File: config.mk
export PLATFORM = sky130hd
export DESIGN_NAME = riq_cfg_regs_flat
export DESIGN_NICKNAME = d
export VERILOG_FILES = /design/src/hw/rtl/riq_pkg.sv /design/src/hw/rtl/riq_ifs.sv /design/src/hw/rtl/riq_cfg_regs.sv /design/src/flat_wrapper.sv
export SDC_FILE = /design/constraint.sdc
export NUM_CORES = 1
export LEC_CHECK = 0
export BUFFER_PORTS_ARGS = -buffer_cell sky130_fd_sc_hd__buf_2
export CORE_ASPECT_RATIO = 2
export CORE_MARGIN = 4
export CORE_UTILIZATION = 54
export DETAILED_ROUTE_END_ITERATION = 6
export PLACE_DENSITY = 0.95
export SYNTH_ARGS = -nofsm -noshare
export SYNTH_HDL_FRONTEND = slang
export SYNTH_SLANG_ARGS = --single-unit
File: constraint.sdc
create_clock -name clk -period 3.2 [get_ports clk]
set_input_delay 0.64 -clock clk [delete_from_list [all_inputs] [get_ports clk]]
set_output_delay 0.64 -clock clk [all_outputs]
set_load 0.01 [all_outputs]
File: src/hw/rtl/riq_pkg.sv
`timescale 1ns / 1ps
// ----------------------------------------------------------------------------
// riq_pkg
// Shared widths, register codes, reset values and helpers for the box-in-quad
// ray casting block.
// ----------------------------------------------------------------------------
package riq_pkg;

  localparam int COORD_BITS = 10;
  localparam int RAY_LENGTH = 1000;
  localparam int RAY_BITS   = 12;

  // corner coordinate (x+w does not wrap)
  localparam int CW  = COORD_BITS + 1;
  // signed corner minus vertex
  localparam int DW  = COORD_BITS + 2;
  // signed vertex minus vertex
  localparam int EW  = COORD_BITS + 1;
  // signed product of an edge delta and a corner delta
  localparam int PW  = EW + DW;
  // numerator (difference of two products)
  localparam int NW  = PW + 1;
  // denominator (ray length times edge y delta)
  localparam int DNW = EW + RAY_BITS + 1;
  // common compare width
  localparam int KW  = ((NW > DNW) ? NW : DNW) + 1;

  localparam int NUM_CORNERS = 4;
  localparam int NUM_EDGES   = 4;
  localparam int NUM_VERTS   = 4;
  localparam int CNT_W       = 3;
  localparam int HIT_W       = 3;
  localparam int MIN_CORNERS = 2;

  localparam logic signed [RAY_BITS:0] RAY_S = (RAY_BITS + 1)'(RAY_LENGTH);

  // edges as vertex pairs: 0-1, 0-2, 1-3, 2-3
  localparam int EDGE_A [NUM_EDGES] = '{0, 0, 1, 2};
  localparam int EDGE_B [NUM_EDGES] = '{1, 2, 3, 3};

  localparam int CFG_IDX_W = 4;

  typedef enum logic [CFG_IDX_W-1:0] {
    REG_V0_X = 4'd0,
    REG_V0_Y = 4'd1,
    REG_V1_X = 4'd2,
    REG_V1_Y = 4'd3,
    REG_V2_X = 4'd4,
    REG_V2_Y = 4'd5,
    REG_V3_X = 4'd6,
    REG_V3_Y = 4'd7
  } cfg_reg_t;

  localparam logic [COORD_BITS-1:0] RST_V0_X = COORD_BITS'(680);
  localparam logic [COORD_BITS-1:0] RST_V0_Y = COORD_BITS'(240);
  localparam logic [COORD_BITS-1:0] RST_V1_X = COORD_BITS'(357);
  localparam logic [COORD_BITS-1:0] RST_V1_Y = COORD_BITS'(66);
  localparam logic [COORD_BITS-1:0] RST_V2_X = COORD_BITS'(40);
  localparam logic [COORD_BITS-1:0] RST_V2_Y = COORD_BITS'(290);
  localparam logic [COORD_BITS-1:0] RST_V3_X = COORD_BITS'(340);
  localparam logic [COORD_BITS-1:0] RST_V3_Y = COORD_BITS'(450);

  typedef struct packed {
    logic [COORD_BITS-1:0] x;
    logic [COORD_BITS-1:0] y;
  } vtx_t;

  typedef vtx_t [NUM_VERTS-1:0] vtx_arr_t;

  // true when n/d lies in [0,1], d nonzero, decided without division
  function automatic logic ratio_in_unit(input logic signed [KW-1:0] n,
                                         input logic signed [KW-1:0] d);
    logic res;
    res = 1'b0;
    if (d > 0) begin
      res = (n >= 0) && (n <= d);
    end else if (d < 0) begin
      res = (n <= 0) && (n >= d);
    end
    return res;
  endfunction

endpackage

File: src/hw/rtl/riq_ifs.sv


interface riq_cfg_if;
  import riq_pkg::*;

  logic                  valid;
  logic                  ready;
  logic [CFG_IDX_W-1:0]  index;
  logic [COORD_BITS-1:0] data;

  modport source (output valid, index, data, input ready);
  modport sink   (input valid, index, data, output ready);
endinterface

File: src/hw/rtl/riq_cfg_regs.sv
`timescale 1ns / 1ps
// ----------------------------------------------------------------------------
// riq_cfg_regs
// Quadrilateral vertex registers, written through the configuration channel.
// ----------------------------------------------------------------------------
module riq_cfg_regs (
  input  logic              clk,
  input  logic              rst_n,
  riq_cfg_if.sink           cfg_ch,
  output riq_pkg::vtx_arr_t vtx
);
  import riq_pkg::*;

  vtx_arr_t vtx_r;

  assign cfg_ch.ready = 1'b1;
  assign vtx          = vtx_r;

  always_ff @(posedge clk) begin
    if (!rst_n) begin
      vtx_r[0].x <= RST_V0_X;
      vtx_r[0].y <= RST_V0_Y;
      vtx_r[1].x <= RST_V1_X;
      vtx_r[1].y <= RST_V1_Y;
      vtx_r[2].x <= RST_V2_X;
      vtx_r[2].y <= RST_V2_Y;
      vtx_r[3].x <= RST_V3_X;
      vtx_r[3].y <= RST_V3_Y;
    end else if (cfg_ch.valid) begin
      case (cfg_ch.index)
        REG_V0_X: vtx_r[0].x <= cfg_ch.data;
        REG_V0_Y: vtx_r[0].y <= cfg_ch.data;
        REG_V1_X: vtx_r[1].x <= cfg_ch.data;
        REG_V1_Y: vtx_r[1].y <= cfg_ch.data;
        REG_V2_X: vtx_r[2].x <= cfg_ch.data;
        REG_V2_Y: vtx_r[2].y <= cfg_ch.data;
        REG_V3_X: vtx_r[3].x <= cfg_ch.data;
        REG_V3_Y: vtx_r[3].y <= cfg_ch.data;
        default: begin
          // drop writes beyond the register list
        end
      endcase
    end
  end

endmodule

File: src/flat_wrapper.sv
// flat-port wrapper written by rule: the top's interface ports become plain ports
module riq_cfg_regs_flat import riq_pkg::*;
  (clk, rst_n, vtx, cfg_ch_valid, cfg_ch_index, cfg_ch_data, cfg_ch_ready);
  riq_cfg_if cfg_ch_i ();
  input  logic clk;
  input  logic rst_n;
  output riq_pkg::vtx_arr_t vtx;
  input wire logic [$bits(cfg_ch_i.valid)-1:0] cfg_ch_valid;
  input wire logic [$bits(cfg_ch_i.index)-1:0] cfg_ch_index;
  input wire logic [$bits(cfg_ch_i.data)-1:0] cfg_ch_data;
  output wire logic [$bits(cfg_ch_i.ready)-1:0] cfg_ch_ready;
  assign cfg_ch_i.valid = cfg_ch_valid;
  assign cfg_ch_i.index = cfg_ch_index;
  assign cfg_ch_i.data = cfg_ch_data;
  assign cfg_ch_ready = cfg_ch_i.ready;
  riq_cfg_regs u_core (.clk(clk), .rst_n(rst_n), .cfg_ch(cfg_ch_i), .vtx(vtx));
endmodule
==> out/qor.csv, run 1 <==
metric,value,unit
synth_area_leader_cell,dfxtp_1,
outcome,"finished, final reports clean",
clockBufferDepth,2,
fp.dieH,115.4,um
yosysWarnings,0,
routedWlPerCell,17.36,um
slew_viol_final,0,
synthToLayoutAreaGrowth,21.53,%
coreArea,5515,um2
power.total,1823,uW
min_from,u_core.vtx[2]$_SDFFE_PN0P_,
period_share,0.5537,
hpwl,5934,um
clock_skew,0,ns
r2r_start,u_core.vtx[45]$_SDFFE_PN1P_,
path_clk_slew,0.08,ns
met1_length,3067,um
grt_pass1_wl,12430,um
synth_top_area_share,0.5141,
ys_seq_elements,80,
ff2ff_path_depth,3,
routed-via-count,2495,
place_ws,1.142,ns
clock_latency,0.34,ns
cp-end-kind,flop,
cts.hold.buffers_added,0,
critPathKind,primary input to flop,
yosysUniqueCellTypes,26,
highest_layer,met4,
min_to,u_core.vtx[2]$_SDFFE_PN0P_,
critPathArrivalTime,2.03,ns
die_x,61.71,um
drcViolationCount,0,
startpoint_type,primary input,
post-route-min-period,1.772,ns
grt_start_max_net_pins,46,
cts-buffers-inserted,9,
ys_seq_area_frac,0.5141,
globalplace.congestion,0.8348,
largest_register_ffs,80,
syn-num-nets,322,
cts_tree,yes,
leakage,0.001957,uW
fmax,564.4,MHz
port_buffers,96,
final_nets,415,
powerDensity,481.5,nW/um2
cp.required,3.46,ns
grt_util_all_layers,0.2394,
path_max_fanout,10,
cts_root_buf,clkbuf_8,
final_util,0.6865,
final_cell_mix,"buf_2 (96), dfxtp_1 (80), mux2i_1 (70)",
syn-instance-count,305,
final_common_cell,buf_2,
cts_sinks,80,
wl_met2,4231,um
peakVddDrop,0.5660,mV
setup_ws,1.428,ns
postCtsSetupRepairBufs,0,
synthTopCellsByArea,"dfxtp_1 (51%), mux2i_1 (22%), nand2_1 (7.6%)",
antenna_cells,0,
routed_wl,8038,um
antenna_found_initial,0,
ios,98,
rrSetupSlack,2.36,ns
die_area,7123,um2
dr_wl_met3,502,um
maxCapViolations,0,
worstMarginPinSlew,0.7370,ns
finalHoldViolations,0,
viasPerCell,5.389,
syn_area_per_cell,10.21,um2
drtPass1Iterations,5,
grt-ovfl-total,0,
start_util,0.5649,
slew_headroom,0.5087,
rr_endpoint,u_core.vtx[45]$_SDFFE_PN1P_,
cts_resized,0,
first_iter_violations,85,
finalSetupTns,0,ns
rsz0062_at_grt,false,
synth_area,3115,um2
drive_gt1_frac,0.3127,
finalSetupViolCount,0,
grt_pass1_vias,2513,
hold_depth,2,
hold_path.class,flop to flop,
ant_nets,0,
htreeDepth,3,
rows,38,
[through the flow]
step	cells	hold WS (ns)	area (um2)
CTS	463	0.4595	3786
floorplan	305	0.4790	3115
global route	463	0.4791	3786
detailed placement	447	0.4489	3602
finish	463	0.4600	3786
global placement	447	0.4426	3602
[critical path: stages]
cell	delay, ns
buf_2	0.12
nor2b_1	0.59
nand2_2	0.38
mux2i_1	0.29
[synthesized netlist by cell type]
| master | n |
|---|---|
| dfxtp_1 | 80 |
| mux2i_1 | 70 |
| nand2_1 | 63 |
| nor2b_1 | 27 |
| a21oi_1 | 12 |
| buf_2 | 8 |
| nand2b_1 | 6 |
| buf_4 | 5 |
| clkbuf_1 | 4 |
| nand3_1 | 4 |
| and2_1 | 3 |
| inv_1 | 3 |
| nand2_2 | 3 |
| o211ai_1 | 3 |
| and3b_2 | 2 |
| nand2_4 | 2 |
| a21boi_0 | 1 |
| buf_6 | 1 |
| conb_1 | 1 |
| nand3_2 | 1 |
| nand3b_1 | 1 |
| nor2_2 | 1 |
| nor3_1 | 1 |
| nor3b_1 | 1 |
| nor3b_4 | 1 |
| or3_1 | 1 |
[where the power goes]
group / leakage (uW) / switching [uW] / internal [uW]
logic: 0.00121 / 78.6 / 43.7
registers: 0.000647 / 7.17 / 1010
clock network: 0.0000992 / 343 / 342
total: 0.00196 / 429 / 1390
[worst max-delay path by stage]
stage               startpoint                           to  slack (ns)  cells after the start
2_1_floorplan  cfg_ch_index[0]  u_core.vtx[12]$_SDFFE_PN0P_        1.68                      4
3_3_place_gp             rst_n  u_core.vtx[72]$_SDFFE_PN1P_        1.22                      4
3_5_place_dp   cfg_ch_index[0]   u_core.vtx[3]$_SDFFE_PN0P_        1.14                      4
4_1_cts        cfg_ch_index[0]   u_core.vtx[3]$_SDFFE_PN0P_        1.46                      4
5_1_grt        cfg_ch_index[0]   u_core.vtx[3]$_SDFFE_PN0P_        1.39                      4
6_report       cfg_ch_index[0]   u_core.vtx[3]$_SDFFE_PN0P_        1.43                      4
[per-layer routing]
| metal | vias to the layer above | track usage |
|---|---|---|
| met5 | - | 0 |
| met4 | 0 | 0.1062 |
| met3 | 15 | 0.05017 |
| met2 | 98 | 0.4122 |
| met1 | 1186 | 0.2729 |
| li1 | 1196 | - |
[cells by family (layout without fill, tap and decap cells)]
family,after synthesis,in the layout,share of synthesized area
compound gates,16,16,0.02892
buf+inv,21,119,0.03695
flops,80,80,0.5141
mux,70,70,0.2249
other cells,1,1,0.001204
simple gates,117,117,0.1940
[cell type report]
class                   count  area (um2)
flip-flops and latches     80        1602
clock buffers              13       168.9
repair buffers            100       510.5
well taps                  60       75.07
multi-input cells         204        1404
inverters                   3       11.26
fillers                   424        1729
clock inverters             3       15.01
Power figures use the tool's default switching activity.
==> run 2: changes to the inputs <==
CORE_UTILIZATION = 50   (was 54)
PLACE_DENSITY = 0.89   (was 0.95)
clock period = 1.65 ns   (was 3.2 ns; I/O delays follow)
==> run 2 against run 1 <==
Core utilization down 2.2 points. Count of clock-buffer cells in the layout down 1. Critical path depth down 3. Via count down 0.84%. Global-route usage down 1.9 points. Worst hold slack worse by 0.16 ns. Power up 140%. First-iteration DRC count up 49%. Design area up 6.3%. Cell count up 6.3%. Setup slack worse by 0.96 ns. Sequential power up 93%. Largest power group is now the clock network.
==> out/qor.csv, run 2 (synthesized netlist as in run 1, its figures left out) <==
metric,value,unit
period_share,0.7136,
clockBufferDepth,2,
viasPerCell,5.028,
r2r_start,u_core.vtx[17]$_SDFFE_PN1P_,
cts_root_buf,clkbuf_16,
peakVddDrop,0.7202,mV
n_fill_cell,476,
crit_chain,buf_2,
die_x,63.82,um
grt_pass1_vias,2543,
htreeDepth,3,
rr_endpoint,u_core.vtx[17]$_SDFFE_PN1P_,
maxCapViolations,0,
hold_path.class,primary input to flop,
final_nets,421,
final_common_cell,buf_2,
rrSetupSlack,0.83,ns
drcViolationCount,0,
slowest_delay,0.36,ns
worstMarginPinSlew,0.5135,ns
cts-buffers-inserted,9,
cpLargestDelayFamily,flip-flops,
cp_slowest_cell,dfxtp_1,
globalplace.congestion,0.8706,
dp_cells,477,
cts_resized,0,
startpoint_type,flop,
final_cell_mix,"buf_2 (96), dfxtp_1 (80), mux2i_1 (70)",
rsz0062_at_grt,false,
first_iter_violations,127,
startpoint,u_core.vtx[1]$_SDFFE_PN0P_,
coreArea,6056,um2
postCtsSetupRepairBufs,0,
antenna_found_initial,0,
slew_viol_final,0,
stdcell_count,492,
hold_depth,3,
cp_num_cells,1,
path_max_fanout,2,
antenna_cells,0,
powerDensity,1077,nW/um2
finalSetupTns,0,ns
routed-via-count,2474,
port_buffers,96,
critPathArrivalTime,0.85,ns
start_util,0.5145,
post-route-min-period,1.177,ns
routedWlPerCell,16.51,um
cp-end-kind,primary output,
grt-ovfl-total,0,
drive_gt1_frac,0.3211,
clock_skew,0,ns
grt_pass1_wl,12700,um
rows,40,
synthToLayoutAreaGrowth,29.16,%
timing.critical_path.to,vtx[1],
finalHoldViolations,0,
hpwl,5988,um
ios,98,
largest_register_ffs,80,
die_area,7634,um2
finalSetupViolCount,0,
ant_nets,0,
critPathKind,flop to primary output,
cp_num_buf_inv,1,
cts.hold.buffers_added,0,
leakage,0.002057,uW
drtPass1Iterations,4,
fp.dieH,119.6,um
outcome,"finished, final reports clean",
ff2ff_path_depth,3,
grt_start_max_net_pins,43,
routed_wl,8125,um
fmax,849.3,MHz
grt_util_all_layers,0.2208,
cts_sinks,80,
cp.required,1.32,ns
path_clk_slew,0.06,ns
cts_tree,yes,
clock_latency,0.33,ns
slew_headroom,0.6570,
run 2: power breakdown:
part           internal [uW]  switching (uW)  total (uW)
registers               1960            13.8        1970
logic                   97.6             155         253
clock network           1400             712        2110
run 2: how the worst min path moves through the flow:
stage	slack [ns]	from	endpoint
detailed placement	0.45	u_core.vtx[77]$_SDFFE_PN0P_	u_core.vtx[77]$_SDFFE_PN0P_
global placement	0.44	u_core.vtx[34]$_SDFFE_PN0P_	u_core.vtx[34]$_SDFFE_PN0P_
CTS	0.29	cfg_ch_data[9]	u_core.vtx[19]$_SDFFE_PN1P_
global route	0.30	cfg_ch_data[0]	u_core.vtx[30]$_SDFFE_PN1P_
finish	0.30	cfg_ch_data[4]	u_core.vtx[4]$_SDFFE_PN1P_
floorplan	0.47	cfg_ch_data[0]	u_core.vtx[30]$_SDFFE_PN1P_
run 2: final cells by class:
| type | instances | area [um2] | share of cell area |
|---|---|---|---|
| multi-input combinational | 204 | 1404 | 0.3489 |
| clock buffer | 12 | 256.5 | 0.06374 |
| inverter | 3 | 11.26 | 0.002799 |
| timing repair buffer | 106 | 580.6 | 0.1443 |
| sequential | 80 | 1602 | 0.3980 |
| tap | 84 | 105.1 | 0.02612 |
| clock inverter | 3 | 65.06 | 0.01617 |
run 2: stage by stage:
stage / util / hold WS, ns / worst slack (ns) / area (um2) / power, uW
5_1_grt: 0.6645 / 0.2993 / 0.4463 / 4024 / 4464
3_5_place_dp: 0.6114 / 0.4456 / 0.1588 / 3702 / 2266
4_1_cts: 0.6645 / 0.2891 / 0.4676 / 4024 / 4359
3_3_place_gp: 0.6114 / 0.4415 / 0.1917 / 3702 / 2260
6_report: 0.6645 / 0.2972 / 0.4726 / 4024 / 4333
2_1_floorplan: - / 0.4744 / 0.4387 / 3115 / 2160
run 2: worst reg2reg max path: stages (launching register included):
cell and delay [ns]:
dfxtp_1 0.32, nand2b_1 0.14, a21oi_1 0.16, a21oi_1 0.06
run 2: layer usage:
layer / GRT usage / part of all wire / vias up
met3: 0.05243 / 0.046 / 15
li1: - / - / 1207
met1: 0.2303 / 0.37 / 1184
met4: 0.1164 / 0.030 / 0
met5: 0 / 0 / -
met2: 0.3966 / 0.56 / 68
==> run 3: changes to the inputs <==
CORE_UTILIZATION = 45   (was 50)
PLACE_DENSITY = 0.86   (was 0.89)
clock period = 1 ns   (was 1.65 ns; I/O delays follow)
==> run 3 against run 2 <==
The run now ends with negative setup slack left. Largest power group unchanged. Largest cell class unchanged. Clock power increased by 60%. Register-to-register slack got worse by 0.65 ns. Combinational power increased by 100%. Critical endpoint is now vtx[12]. Core utilization increased by 3.5 points. Non-clock buffer count increased by 17.
==> out/qor.csv, run 3 (synthesized netlist as in run 1, its figures left out) <==
metric,value,unit
clock_skew,0,ns
fp.dieH,125.7,um
path_clk_slew,0.06,ns
critPathArrivalTime,0.81,ns
grt_pass1_vias,2672,
path_max_fanout,2,
final_nets,438,
period_share,1.010,
ios,98,
grt_util_all_layers,0.2199,
cp.required,0.80,ns
antenna_found_initial,0,
grt_start_max_net_pins,28,
cts_sinks,80,
port_buffers,96,
power_switching,1607,uW
holdWs,0.1420,ns
power.total,7151,uW
critPathKind,flop to primary output,
crit_chain,buf_6,
cts.hold.buffers_added,0,
first_iter_violations,144,
drcViolationCount,0,
dp_cells,493,
clock_power_share,0.472,
cts_root_buf,clkbuf_16,
die_area,8399,um2
violations,negative setup slack,
routedWlPerCell,17.87,um
rr_endpoint,u_core.vtx[17]$_SDFFE_PN1P_,
maxCapViolations,0,
cp-end-kind,primary output,
synthToLayoutAreaGrowth,49.84,%
timing.critical_path.to,vtx[12],
startpoint,u_core.vtx[12]$_SDFFE_PN0P_,
finalHoldViolations,0,
slowest_delay,0.36,ns
startpoint_type,flop,
clockBufferDepth,2,
largest_register_ffs,80,
setup_ws,-0.009860,ns
ant_nets,0,
start_util,0.4668,
p_comb_frac,0.071,
hold_path.class,primary input to flop,
routed_wl,9186,um
finalSetupTns,-0.01206,ns
place_ws,-0.2939,ns
r2r_start,u_core.vtx[17]$_SDFFE_PN1P_,
clock_latency,0.33,ns
final_common_cell,dfxtp_2,
cp_slowest_cell,dfxtp_2,
viasPerCell,5.099,
ff2ff_path_depth,3,
outcome,finished with violations,
p_int,5544,uW
finalSetupViolCount,2,
peakVddDrop,0.9655,mV
cts-buffers-inserted,9,
routed-via-count,2621,
rrSetupSlack,0.18,ns
switching_share,0.2247,
antenna_cells,0,
coreArea,6674,um2
grt-ovfl-total,0,
globalplace.congestion,0.8033,
fmax,990.2,MHz
cts_tree,yes,
drive_gt1_frac,0.5423,
seq_area,1699,um2
cpLargestDelayFamily,flip-flops,
cp_num_cells,1,
rsz0062_at_grt,true,
htreeDepth,3,
cp_num_buf_inv,1,
powerDensity,1532,nW/um2
post-route-min-period,1.010,ns
stdcell_count,514,
final_cell_mix,"dfxtp_2 (78), mux2i_1 (70), buf_6 (64)",
leakage,0.002257,uW
slew_viol_final,0,
rows,42,
pwr-share-seq,0.457,
multi_input_area,1421,um2
drtPass1Iterations,5,
n_fill_cell,480,
hpwl,6390,um
grt_pass1_wl,13690,um
die_x,66.84,um
run 3: changes by cell type in the layout (fill, tap and decap cells not counted), sizes merged:
cell	before	now
clkinvlp	0	1
buf	106	123
bufinv	2	1
inv	3	4
run 3: worst min path at each step:
stage	depth (start not counted)	endpoint	startpoint	slack (ns)
after CTS	3	u_core.vtx[30]$_SDFFE_PN1P_	cfg_ch_data[0]	0.14
after global placement	2	u_core.vtx[64]$_SDFFE_PN0P_	u_core.vtx[64]$_SDFFE_PN0P_	0.44
after floorplan	2	u_core.vtx[30]$_SDFFE_PN1P_	cfg_ch_data[0]	0.34
after global routing	3	u_core.vtx[30]$_SDFFE_PN1P_	cfg_ch_data[0]	0.17
final	3	u_core.vtx[30]$_SDFFE_PN1P_	cfg_ch_data[0]	0.14
after detailed placement	2	u_core.vtx[58]$_SDFFE_PN0P_	u_core.vtx[58]$_SDFFE_PN0P_	0.45
run 3: power by group through the flow:
stage	Clock (uW)	Sequential, uW	Combinational (uW)
2_1_floorplan	0	3340	227
3_3_place_gp	0	3320	444
3_5_place_dp	0	3320	453
4_1_cts	3370	3260	466
5_1_grt	3550	3270	541
6_report	3370	3270	507
run 3: area by class of cell:
class / instances / area share
sequential: 80 / 0.3640
multi-input combinational: 204 / 0.3045
timing repair buffer: 123 / 0.2396
clock buffer: 12 / 0.05495
tap: 88 / 0.02359
clock inverter: 4 / 0.01099
inverter: 3 / 0.002412
run 3: through the flow:
| step | utilization | area, um2 |
|---|---|---|
| after global routing | 0.6995 | 4668 |
| after detailed placement | 0.5727 | 3822 |
| final | 0.6995 | 4668 |
| after global placement | 0.5727 | 3822 |
| after floorplan | - | 3133 |
| after CTS | 0.6427 | 4289 |
run 3: metal layers:
metal | wire length (um) | GRT usage | vias to the layer above
met5 | 0 | 0 | -
met4 | 351 | 0.1210 | 0
met3 | 434 | 0.04635 | 29
met2 | 5058 | 0.3917 | 106
met1 | 3340 | 0.2297 | 1246
li1 | - | - | 1240
run 3: repair_timing:
item | in CTS | in global routing
resized for setup | 71 | 75
endpoints found under the setup margin | 56 | 71
buffers inserted | 0 | 5
